[src/hdl/one_wire_bus_master_unit_assert.svh]
// Assertion macros for the one-wire bus master
`ifndef ONE_WIRE_BUS_MASTER_UNIT_ASSERT_SVH
`define ONE_WIRE_BUS_MASTER_UNIT_ASSERT_SVH
// Check that a condition implies a consequence on the same edge.
`define OWM_ASSERT_IMP(lbl, clk, rst_n, a, b) \
    lbl: assert property (@(posedge clk) disable iff (!rst_n) (a) |-> (b)) \
        else $error("assertion failed");
// Check that a condition implies a consequence on the next edge.
`define OWM_ASSERT_NXT(lbl, clk, rst_n, a, b) \
    lbl: assert property (@(posedge clk) disable iff (!rst_n) (a) |=> (b)) \
        else $error("assertion failed");
`endif

[src/hdl/owm_pkg.sv]
// ----------------------------------------------------------------------------
// owm_pkg
// Shared types and constants of the one-wire bus master.
// ----------------------------------------------------------------------------
`timescale 1ns / 1ps
package owm_pkg;
    localparam int MAX_FORKS_DEF = 8;
    localparam int CFG_W = 10;
    localparam int NUM_CFG = 8;
    localparam int QUEUE_DEPTH = 2;

    localparam logic [2:0] ACT_NONE    = 3'd0;
    localparam logic [2:0] ACT_RESET   = 3'd1;
    localparam logic [2:0] ACT_WRITE   = 3'd2;
    localparam logic [2:0] ACT_READ    = 3'd3;
    localparam logic [2:0] ACT_S_INIT  = 3'd4;
    localparam logic [2:0] ACT_TRIPLET = 3'd5;
    localparam logic [2:0] ACT_S_NEXT  = 3'd6;
    localparam logic [2:0] ACT_RSVD    = 3'd7;

    localparam logic [2:0] REG_RST_LOW  = 3'd0;
    localparam logic [2:0] REG_PRES     = 3'd1;
    localparam logic [2:0] REG_RST_TAIL = 3'd2;
    localparam logic [2:0] REG_SHORT    = 3'd3;
    localparam logic [2:0] REG_LONG     = 3'd4;
    localparam logic [2:0] REG_W1_HIGH  = 3'd5;
    localparam logic [2:0] REG_SAMPLE   = 3'd6;
    localparam logic [2:0] REG_RD_TAIL  = 3'd7;

    typedef enum logic [3:0] {
        PH_IDLE, PH_RST_LOW, PH_RST_WAIT, PH_RST_TAIL, PH_W_LOW, PH_W_HIGH,
        PH_R_LOW, PH_R_WAIT, PH_R_TAIL, PH_T_LOW, PH_T_WAIT, PH_T_TAIL,
        PH_TW_LOW, PH_TW_HIGH
    } t_phase;

    // one tick as seen by the back end
    typedef struct packed {
        logic [2:0] action;
        logic [7:0] write_value;
        logic       bus_level;
    } t_tick;

    typedef struct packed {
        logic       drive_low;
        logic       busy_res;
        logic       done_res;
        logic [7:0] read_value;
        logic       presence;
        logic       rom_bit;
        logic       no_device;
        logic       search_over;
    } t_result;
endpackage

[src/hdl/owm_front.sv]
// ----------------------------------------------------------------------------
// owm_front
// Accepts input ticks, turns unknown actions into plain ticks and queues ticks for the engine.
// ----------------------------------------------------------------------------
`timescale 1ns / 1ps
module owm_front (
    input  logic           i_clk,
    input  logic           i_rst_n,
    input  logic           i_valid,
    output logic           o_ready,
    input  owm_pkg::t_tick i_tick,
    output logic           o_valid,
    input  logic           i_ready,
    output owm_pkg::t_tick o_tick
);
    import owm_pkg::*;
    localparam int PW = $clog2(QUEUE_DEPTH);

    t_tick           r_mem [QUEUE_DEPTH];
    logic [PW-1:0]   r_wp, r_rp;
    logic [PW:0]     r_cnt;
    logic            push, pop;
    t_tick           cls;

    // action 7 means nothing: treat as a plain tick
    always_comb begin
        cls = i_tick;
        if (i_tick.action == ACT_RSVD) cls.action = ACT_NONE;
    end

    assign o_ready = (r_cnt != (PW+1)'(QUEUE_DEPTH));
    assign o_valid = (r_cnt != '0);
    assign o_tick  = r_mem[r_rp];
    assign push = i_valid && o_ready;
    assign pop  = o_valid && i_ready;

    always_ff @(posedge i_clk) begin
        if (push) r_mem[r_wp] <= cls;
    end

    always_ff @(posedge i_clk) begin
        if (!i_rst_n) begin
            r_wp <= '0; r_rp <= '0; r_cnt <= '0;
        end else begin
            if (push) r_wp <= r_wp + 1'b1;
            if (pop)  r_rp <= r_rp + 1'b1;
            r_cnt <= r_cnt + (PW+1)'(push) - (PW+1)'(pop);
        end
    end
endmodule

[src/hdl/owm_engine.sv]
// ----------------------------------------------------------------------------
// owm_engine
// Waveform engine: runs one tick per item and returns the line drive and status.
// ----------------------------------------------------------------------------
`timescale 1ns / 1ps
module owm_engine #(
    parameter int MAX_FORKS = owm_pkg::MAX_FORKS_DEF
) (
    input  logic             i_clk,
    input  logic             i_rst_n,
    input  logic             i_cfg_we,
    input  logic [2:0]       i_cfg_idx,
    input  logic [9:0]       i_cfg_data,
    input  logic             i_valid,
    output logic             o_ready,
    input  owm_pkg::t_tick   i_tick,
    output logic             o_valid,
    input  logic             i_ready,
    output owm_pkg::t_result o_res
);
    import owm_pkg::*;
    localparam int LIM = (MAX_FORKS < 8) ? MAX_FORKS : 8;

    logic [CFG_W-1:0] r_cfg [NUM_CFG];
    t_phase r_ph, n_ph;
    logic [9:0] r_tc, n_tc;
    logic [2:0] r_bi, n_bi;
    logic [7:0] r_sh, n_sh, r_fm, n_fm, r_fl, n_fl, r_rd, n_rd;
    logic [1:0] r_tb, n_tb;
    logic [3:0] r_fc, n_fc;
    logic r_pres, n_pres, r_rom, n_rom, r_nd, n_nd, r_ov, n_ov;
    logic done, drive, run;
    t_result r_out;
    logic r_ov_valid;

    // a phase of zero ticks is passed in the same tick; at most eight chain
    function automatic logic [9:0] plen(t_phase p, logic wb, logic tb,
                                        logic [9:0] c0, logic [9:0] c1,
                                        logic [9:0] c2, logic [9:0] c3,
                                        logic [9:0] c4, logic [9:0] c5,
                                        logic [9:0] c6, logic [9:0] c7);
        case (p)
            PH_RST_LOW:  return c0;
            PH_RST_WAIT: return c1;
            PH_RST_TAIL: return c2;
            PH_W_LOW:    return wb ? c3 : c4;
            PH_W_HIGH:   return wb ? c5 : 10'd1;
            PH_R_LOW, PH_T_LOW:   return c3;
            PH_R_WAIT, PH_T_WAIT: return c6;
            PH_R_TAIL, PH_T_TAIL: return c7;
            PH_TW_LOW:   return tb ? c3 : c4;
            PH_TW_HIGH:  return tb ? c5 : 10'd1;
            default:     return 10'd0;
        endcase
    endfunction

    assign o_ready = !r_ov_valid || i_ready;
    assign run = i_valid && o_ready;

    always_comb begin
        logic act;
        logic [3:0] shv;
        n_ph = r_ph; n_tc = r_tc; n_bi = r_bi; n_sh = r_sh; n_fm = r_fm;
        n_fl = r_fl; n_rd = r_rd; n_tb = r_tb; n_fc = r_fc;
        n_pres = r_pres; n_rom = r_rom; n_nd = r_nd; n_ov = r_ov;
        done = 1'b0; drive = 1'b0; act = 1'b0; shv = '0;
        if (r_ph == PH_IDLE) begin
            n_tc = '0; n_bi = '0;
            case (i_tick.action)
                ACT_RESET: n_ph = PH_RST_LOW;
                ACT_WRITE: begin n_sh = i_tick.write_value; n_ph = PH_W_LOW; end
                ACT_READ:  begin n_sh = '0; n_ph = PH_R_LOW; end
                ACT_S_INIT: begin
                    n_fm = '0; n_fl = 8'hff; n_fc = '0; n_nd = 1'b0; n_ov = 1'b0;
                    done = 1'b1;
                end
                ACT_TRIPLET: begin n_tb = '0; n_ph = PH_T_LOW; end
                ACT_S_NEXT: begin
                    if (r_fl == 8'hff) n_ov = 1'b1;
                    else begin
                        shv = 4'd8 - ((r_fc > 4'd8) ? 4'd8 : r_fc);
                        n_fm = (r_fl + 8'd1) << shv;
                        n_fl = 8'hff; n_fc = '0; n_ov = 1'b0;
                    end
                    done = 1'b1;
                end
                default: ;
            endcase
        end
        for (int g = 0; g < 8; g++) begin
            if (n_ph != PH_IDLE) begin
                if (n_tc < plen(n_ph, n_sh[0], n_rom, r_cfg[0], r_cfg[1], r_cfg[2],
                                r_cfg[3], r_cfg[4], r_cfg[5], r_cfg[6], r_cfg[7])) begin
                    drive = (n_ph == PH_RST_LOW) || (n_ph == PH_W_LOW) ||
                            (n_ph == PH_R_LOW) || (n_ph == PH_T_LOW) ||
                            (n_ph == PH_TW_LOW);
                    n_tc = n_tc + 10'd1;
                    break;
                end
                case (n_ph)
                    PH_RST_LOW: n_ph = PH_RST_WAIT;
                    PH_RST_WAIT: begin n_pres = !i_tick.bus_level; n_ph = PH_RST_TAIL; end
                    PH_W_LOW: n_ph = PH_W_HIGH;
                    PH_W_HIGH: begin
                        n_sh = n_sh >> 1;
                        if (n_bi == 3'd7) n_ph = PH_IDLE;
                        else begin n_bi = n_bi + 3'd1; n_ph = PH_W_LOW; end
                    end
                    PH_R_LOW: n_ph = PH_R_WAIT;
                    PH_R_WAIT: begin
                        n_sh = {i_tick.bus_level, n_sh[7:1]}; n_ph = PH_R_TAIL;
                    end
                    PH_R_TAIL: begin
                        if (n_bi == 3'd7) begin n_rd = n_sh; n_ph = PH_IDLE; end
                        else begin n_bi = n_bi + 3'd1; n_ph = PH_R_LOW; end
                    end
                    PH_T_LOW: n_ph = PH_T_WAIT;
                    PH_T_WAIT: begin n_tb = {n_tb[0], i_tick.bus_level}; n_ph = PH_T_TAIL; end
                    PH_T_TAIL: begin
                        if (n_bi == 3'd0) begin n_bi = 3'd1; n_ph = PH_T_LOW; end
                        else if (n_tb == 2'b11) begin n_nd = 1'b1; n_ph = PH_IDLE; end
                        else begin
                            n_nd = 1'b0;
                            if (n_tb == 2'b00) begin
                                if (n_fc < 4'(LIM)) begin
                                    act = n_fm[7];
                                    n_fm = n_fm << 1;
                                    n_fl = {n_fl[6:0], act};
                                    n_fc = n_fc + 4'd1;
                                end else act = 1'b0;
                            end else act = (n_tb == 2'b10);
                            n_rom = act;
                            n_ph = PH_TW_LOW;
                        end
                    end
                    PH_TW_LOW: n_ph = PH_TW_HIGH;
                    default: n_ph = PH_IDLE;
                endcase
                n_tc = '0;
                if (n_ph == PH_IDLE) done = 1'b1;
            end
        end
    end

    always_ff @(posedge i_clk) begin
        if (!i_rst_n) begin
            r_cfg[0] <= 10'd480; r_cfg[1] <= 10'd37; r_cfg[2] <= 10'd147;
            r_cfg[3] <= 10'd1;   r_cfg[4] <= 10'd30; r_cfg[5] <= 10'd30;
            r_cfg[6] <= 10'd10;  r_cfg[7] <= 10'd25;
        end else if (i_cfg_we) begin
            r_cfg[i_cfg_idx] <= i_cfg_data;
        end
    end

    always_ff @(posedge i_clk) begin
        if (!i_rst_n) begin
            r_ph <= PH_IDLE; r_tc <= '0; r_bi <= '0; r_sh <= '0; r_fm <= '0;
            r_fl <= 8'hff; r_rd <= '0; r_tb <= '0; r_fc <= '0;
            r_pres <= 1'b0; r_rom <= 1'b0; r_nd <= 1'b0; r_ov <= 1'b0;
            r_ov_valid <= 1'b0;
        end else begin
            if (run) begin
                r_ph <= n_ph; r_tc <= n_tc; r_bi <= n_bi; r_sh <= n_sh; r_fm <= n_fm;
                r_fl <= n_fl; r_rd <= n_rd; r_tb <= n_tb; r_fc <= n_fc;
                r_pres <= n_pres; r_rom <= n_rom; r_nd <= n_nd; r_ov <= n_ov;
                r_out <= '{drive, (n_ph != PH_IDLE), done, n_rd,
                           n_pres, n_rom, n_nd, n_ov};
            end
            if (run) r_ov_valid <= 1'b1;
            else if (i_ready) r_ov_valid <= 1'b0;
        end
    end

    assign o_valid = r_ov_valid;
    assign o_res   = r_out;

    `include "one_wire_bus_master_unit_assert.svh"
    `OWM_ASSERT_IMP(a_fc_lim, i_clk, i_rst_n, 1'b1, r_fc <= 4'(LIM))
    `OWM_ASSERT_NXT(a_hold, i_clk, i_rst_n, r_ov_valid && !i_ready, r_ov_valid)
    `OWM_ASSERT_IMP(a_busy_ph, i_clk, i_rst_n, run && done, !(n_ph != PH_IDLE))
endmodule

[src/hdl/one_wire_bus_master_unit.sv]
// ----------------------------------------------------------------------------
// one_wire_bus_master_unit
// One-wire bus master with ROM search support, one microsecond tick per item.
// ----------------------------------------------------------------------------
// channel  dir  fields (low bit up)
// s_axis   in   tdata: action[2:0] write_value[10:3] bus_level[11]
// m_axis   out  tdata: drive_low busy_res done_res read_value presence
//                      rom_bit no_device search_over
// cfg      in   i_cfg_we, i_cfg_idx, i_cfg_data
// One item per clock while neither side stalls; the engine works out each tick combinationally and registers it.
// A two-entry queue and an output register part the sides; either may stall.
// Synchronous active-low reset restores the register defaults.
`timescale 1ns / 1ps
module one_wire_bus_master_unit #(
    parameter int MAX_FORKS = owm_pkg::MAX_FORKS_DEF
) (
    input  logic        i_clk,
    input  logic        i_rst_n,
    input  logic        i_cfg_we,
    input  logic [2:0]  i_cfg_idx,
    input  logic [9:0]  i_cfg_data,
    input  logic        s_axis_tvalid,
    output logic        s_axis_tready,
    input  logic [15:0] s_axis_tdata,   // action, write_value, bus_level
    output logic        m_axis_tvalid,
    input  logic        m_axis_tready,
    output logic [15:0] m_axis_tdata    // drive_low, busy_res, done_res,
                                        // read_value, presence, rom_bit,
                                        // no_device, search_over
);
    import owm_pkg::*;
    t_tick in_t, q_t;
    t_result res;
    logic q_v, q_r;

    assign in_t.action      = s_axis_tdata[2:0];
    assign in_t.write_value = s_axis_tdata[10:3];
    assign in_t.bus_level   = s_axis_tdata[11];

    owm_front u_front (
        .i_clk, .i_rst_n, .i_valid(s_axis_tvalid), .o_ready(s_axis_tready),
        .i_tick(in_t), .o_valid(q_v), .i_ready(q_r), .o_tick(q_t)
    );

    owm_engine #(.MAX_FORKS(MAX_FORKS)) u_engine (
        .i_clk, .i_rst_n, .i_cfg_we, .i_cfg_idx, .i_cfg_data,
        .i_valid(q_v), .o_ready(q_r), .i_tick(q_t),
        .o_valid(m_axis_tvalid), .i_ready(m_axis_tready), .o_res(res)
    );

    assign m_axis_tdata = {1'b0, res.search_over, res.no_device, res.rom_bit,
                           res.presence, res.read_value, res.done_res,
                           res.busy_res, res.drive_low};
endmodule

[config.mk]
export PLATFORM = sky130hd
export DESIGN_NAME = one_wire_bus_master_unit
export DESIGN_NICKNAME = d
export VERILOG_FILES = /design/src/hdl/owm_pkg.sv /design/src/hdl/owm_front.sv /design/src/hdl/owm_engine.sv /design/src/hdl/one_wire_bus_master_unit.sv
export VERILOG_INCLUDE_DIRS = /design/src /design/src/hdl
export SDC_FILE = /design/constraint.sdc
export NUM_CORES = 2
export LEC_CHECK = 0
export ABC_AREA = 1
export CAP_MARGIN = 40
export CORE_UTILIZATION = 45
export CTS_CLUSTER_DIAMETER = 150
export DETAILED_ROUTE_END_ITERATION = 8
export DONT_BUFFER_PORTS = 1
export GPL_TIMING_DRIVEN = 0
export MAX_ROUTING_LAYER = met4
export SETUP_SLACK_MARGIN = 0.15
export SLEW_MARGIN = 25
export SYNTH_ARGS = -nofsm -noshare
export SYNTH_HDL_FRONTEND = slang
export SYNTH_HIERARCHICAL = 1
export SYNTH_SLANG_ARGS = --single-unit
[constraint.sdc]
create_clock -name i_clk -period 42.3 [get_ports i_clk]
set_input_delay 4.23 -clock i_clk [delete_from_list [all_inputs] [get_ports i_clk]]
set_output_delay 4.23 -clock i_clk [all_outputs]
set_load 0.01 [all_outputs]
==> flow_summary.toml <==
[yosys]
synth_edf_count = 119
ys_seq_area_share_pct = 16.5
synth_area_leader_cell = "nand2_1"
synth.ff_latch_count = 184
post_synth_num_cell_types = 73
syn_nets = 5457
synth_top_area_share_pct = 19.6
async_reset_ff_share_pct = 0
synthTopCellsByArea = "nand2_1, edfxtp_1, inv_1"
ys.flop_type = "edfxtp_1"
synth_area_um2 = 29500
syn_area_per_cell_um2 = 5.55
syn_inst = 5316
yosysWarnings = 6

[finish]
fin_area_um2 = 31300
multi_input_area_um2 = 20200
final-seq-area_um2 = 4870
final_nets = 5502
antennaDiodeCount = 0
n_fill_cell = 7124
drive_gt1_share_pct = 5.28
area_growth_pct = 6.27

[timing]
tightest_slew_ns = 0.971
skew_ns = 0.0169
min_period_ns = 33.99
layout_setup_ws_ns = 8.31
relSlewSlack_pct = 35.1
maxSlewViolCount = 0
fin_crit_sh_pct = 80.4
rsz0062_at_grt = "false"
setup_viol = 0
hold_viol = 0
fin_setup_tns_ns = 0
max_clock_freq_ghz = 0.0294

[clocking]
htreeDepth = 4
post_cts_buffers = 0
cts_buffers = 17
clkTransAtPathRegs_ns = 0.07
insertion_delay_ns = 0.45
ctsHoldBuffers = 0
ctsResizeCount = 0
tritoncts = "yes"
cts_buffer_depth = 2
cts_sinks = 184
cts-root-buf = "clkbuf_16"

[floorplan]
die_h_um = 258
ios = 52
fp-row-count = 93
die_x_um = 258
die_area_um2 = 66500
core_um2 = 64600
start_util_pct = 45.6

[setup_path]
critPathKind = "reg -> reg"
crit_required_ns = 42.48
r2r_end = "u_engine/o_res[13]$_DFFE_PP_"
r2r_slack_ns = 8.31
cp_num_buf_inv = 31
crit_family = "compound AO/OA/AOI/OAI gates"
start_kind = "flip-flop"
critPathMaxStageDelay_ns = 0.99
crit_arrival_ns = 34.17
cp_common_cell = "nand2_1"
path_max_fanout = 10
slowest_stage = "a2111oi_1"
end_kind = "flip-flop"
ff2ff_path_depth = 142

[placement]
gp_congestion = 1.09
port-buffer-count = 0
dp_slack_ns = 9.35
place_hpwl_um = 122000
place_area_um2 = 30700

[grt]
grt_pass1_wl_um = 210000
track_usage_pct = 43.5
antenna_found_initial = 0
grt_max_degree = 21
grt_pass1_vias = 32500
grt-ovfl-total = 0

[worst_hold_path]
hold_start = "u_engine/r_tc[5]$_SDFFE_PN0P_"
hold_depth = 2
holdPathEnd = "u_engine/r_tc[5]$_SDFFE_PN0P_"
hold_class = "reg -> reg"

[routing]
drt-wirelength-per-cell_um = 23.4
wirelength_um = 146000
avgViaCountPerCell = 5.94
drc_errors = 0
first_iter_violations = 5666
drt-pass1-iter-count = 8
ant_nets = 0
vias = 37000

[flow_run]
cap_violations = 0

[outcome]
outcome = "complete, no violations"
-- registers in the layout (all words and copies together) (netlist names), 3 cells and up, named ones only --
| register | cells |
|---|---|
| u_engine/r_fm | 8 |
| u_engine/r_fl | 8 |
| u_engine/r_tc | 10 |
| u_engine/o_res | 15 |
| u_engine/r_sh | 8 |
| u_engine/r_bi | 3 |
| u_engine/r_ph | 4 |
| u_engine/r_fc | 4 |
| u_engine/r_rd | 8 |
| u_engine/r_cfg | 80 |
| u_front/r_mem | 24 |
-- stage by stage --
| stage | cells | hold slack, ns | util, % |
|---|---|---|---|
| finish | 6229 | 0.469 | 48.5 |
| global route | 6229 | 0.481 | 48.5 |
| CTS | 6226 | 0.470 | 48.5 |
| detailed placement | 6194 | 0.459 | 47.6 |
| global placement | 6171 | 0.453 | 47.3 |
| floorplan | 5316 | 0.445 | - |
-- Yosys cell counts (all sizes together), types with 44 or more instances --
master,number
nor2,494
dfxtp,65
nand2,1609
ha,107
nor3,48
o21ai,644
a21oi,229
a211oi,44
clkbuf,159
edfxtp,119
o22ai,141
a2111oi,58
inv,925
nand3,241
-- layout by cell type, fill, tap and decap left out, types with 9 or more instances in the layout --
cell type,n
nor2_4,9
o21ai_1,84
o22ai_1,141
o211ai_1,28
o21a_1,37
nand2_2,62
buf_2,11
a211oi_1,44
xnor2_1,27
ha_1,107
nand2_1,1537
xor2_1,34
inv_1,855
nor4_1,26
nand2_4,10
a21oi_1,227
buf_1,29
nand4_1,38
dfxtp_1,65
edfxtp_1,119
o221ai_1,22
nand3_1,238
clkinv_1,27
nor2_1,450
o2111ai_1,26
buf_6,11
mux2_4,10
o21ai_0,556
nor3_1,48
o31ai_1,20
clkbuf_1,159
clkbuf_16,17
nor2_2,35
a31oi_1,11
inv_2,70
a2111oi_0,48
a221oi_1,24
-- worst max path at each step --
| stage | from | endpoint | slack, ns | cells after the start |
|---|---|---|---|---|
| after floorplan | flip-flop | u_engine/o_res[14]$_DFFE_PP_ | 19.47 | 147 |
| after global placement | flip-flop | u_engine/o_res[13]$_DFFE_PP_ | 6.14 | 139 |
| after detailed placement | flip-flop | u_engine/o_res[13]$_DFFE_PP_ | 9.35 | 145 |
| after CTS | flip-flop | u_engine/o_res[13]$_DFFE_PP_ | 9.22 | 144 |
| after global routing | flip-flop | u_engine/o_res[14]$_DFFE_PP_ | 7.12 | 148 |
| final | flip-flop | u_engine/o_res[13]$_DFFE_PP_ | 8.31 | 142 |
-- kinds of logic after synthesis --
| logic type | after synthesis | synth area share (%) |
|---|---|---|
| compound gates | 1330 | 26.7 |
| xor+xnor | 61 | 1.81 |
| fa+ha+maj | 107 | 4.54 |
| buf+inv | 1148 | 15.0 |
| flops | 184 | 16.5 |
| mux | 15 | 0.692 |
| other cells | 1 | 0.0127 |
| simple gates | 2470 | 34.7 |
-- area by class of cell --
cell class | count | share of cell area [%]
Multi-Input combinational cell | 3984 | 64.5
Sequential cell | 184 | 15.6
Inverter | 952 | 11.5
Tap cell | 855 | 3.41
Buffer | 196 | 2.67
Clock buffer | 17 | 1.36
Clock inverter | 15 | 0.555
Timing Repair Buffer | 26 | 0.479
-- layer usage --
metal | vias up | routed length, um | track usage (%)
li1 | 17600 | - | -
met5 | - | 0 | -
met3 | 299 | 17800 | 8.50
met2 | 2349 | 59400 | 62.5
met1 | 16700 | 62700 | 60.1
met4 | 0 | 5800 | 15.3
-- worst register-to-register path: cells and delay by family (launching register included) --
kind,cells,cell delay [ns]
buf+inv,31,7.68
simple gates,50,7.21
fa+ha+maj,8,2.66
flops,1,0.45
mux,1,0.35
compound gates,52,15.40
Power is not shown: default switching activity piles up to over one toggle a cycle in this logic, so the estimate is an artifact.
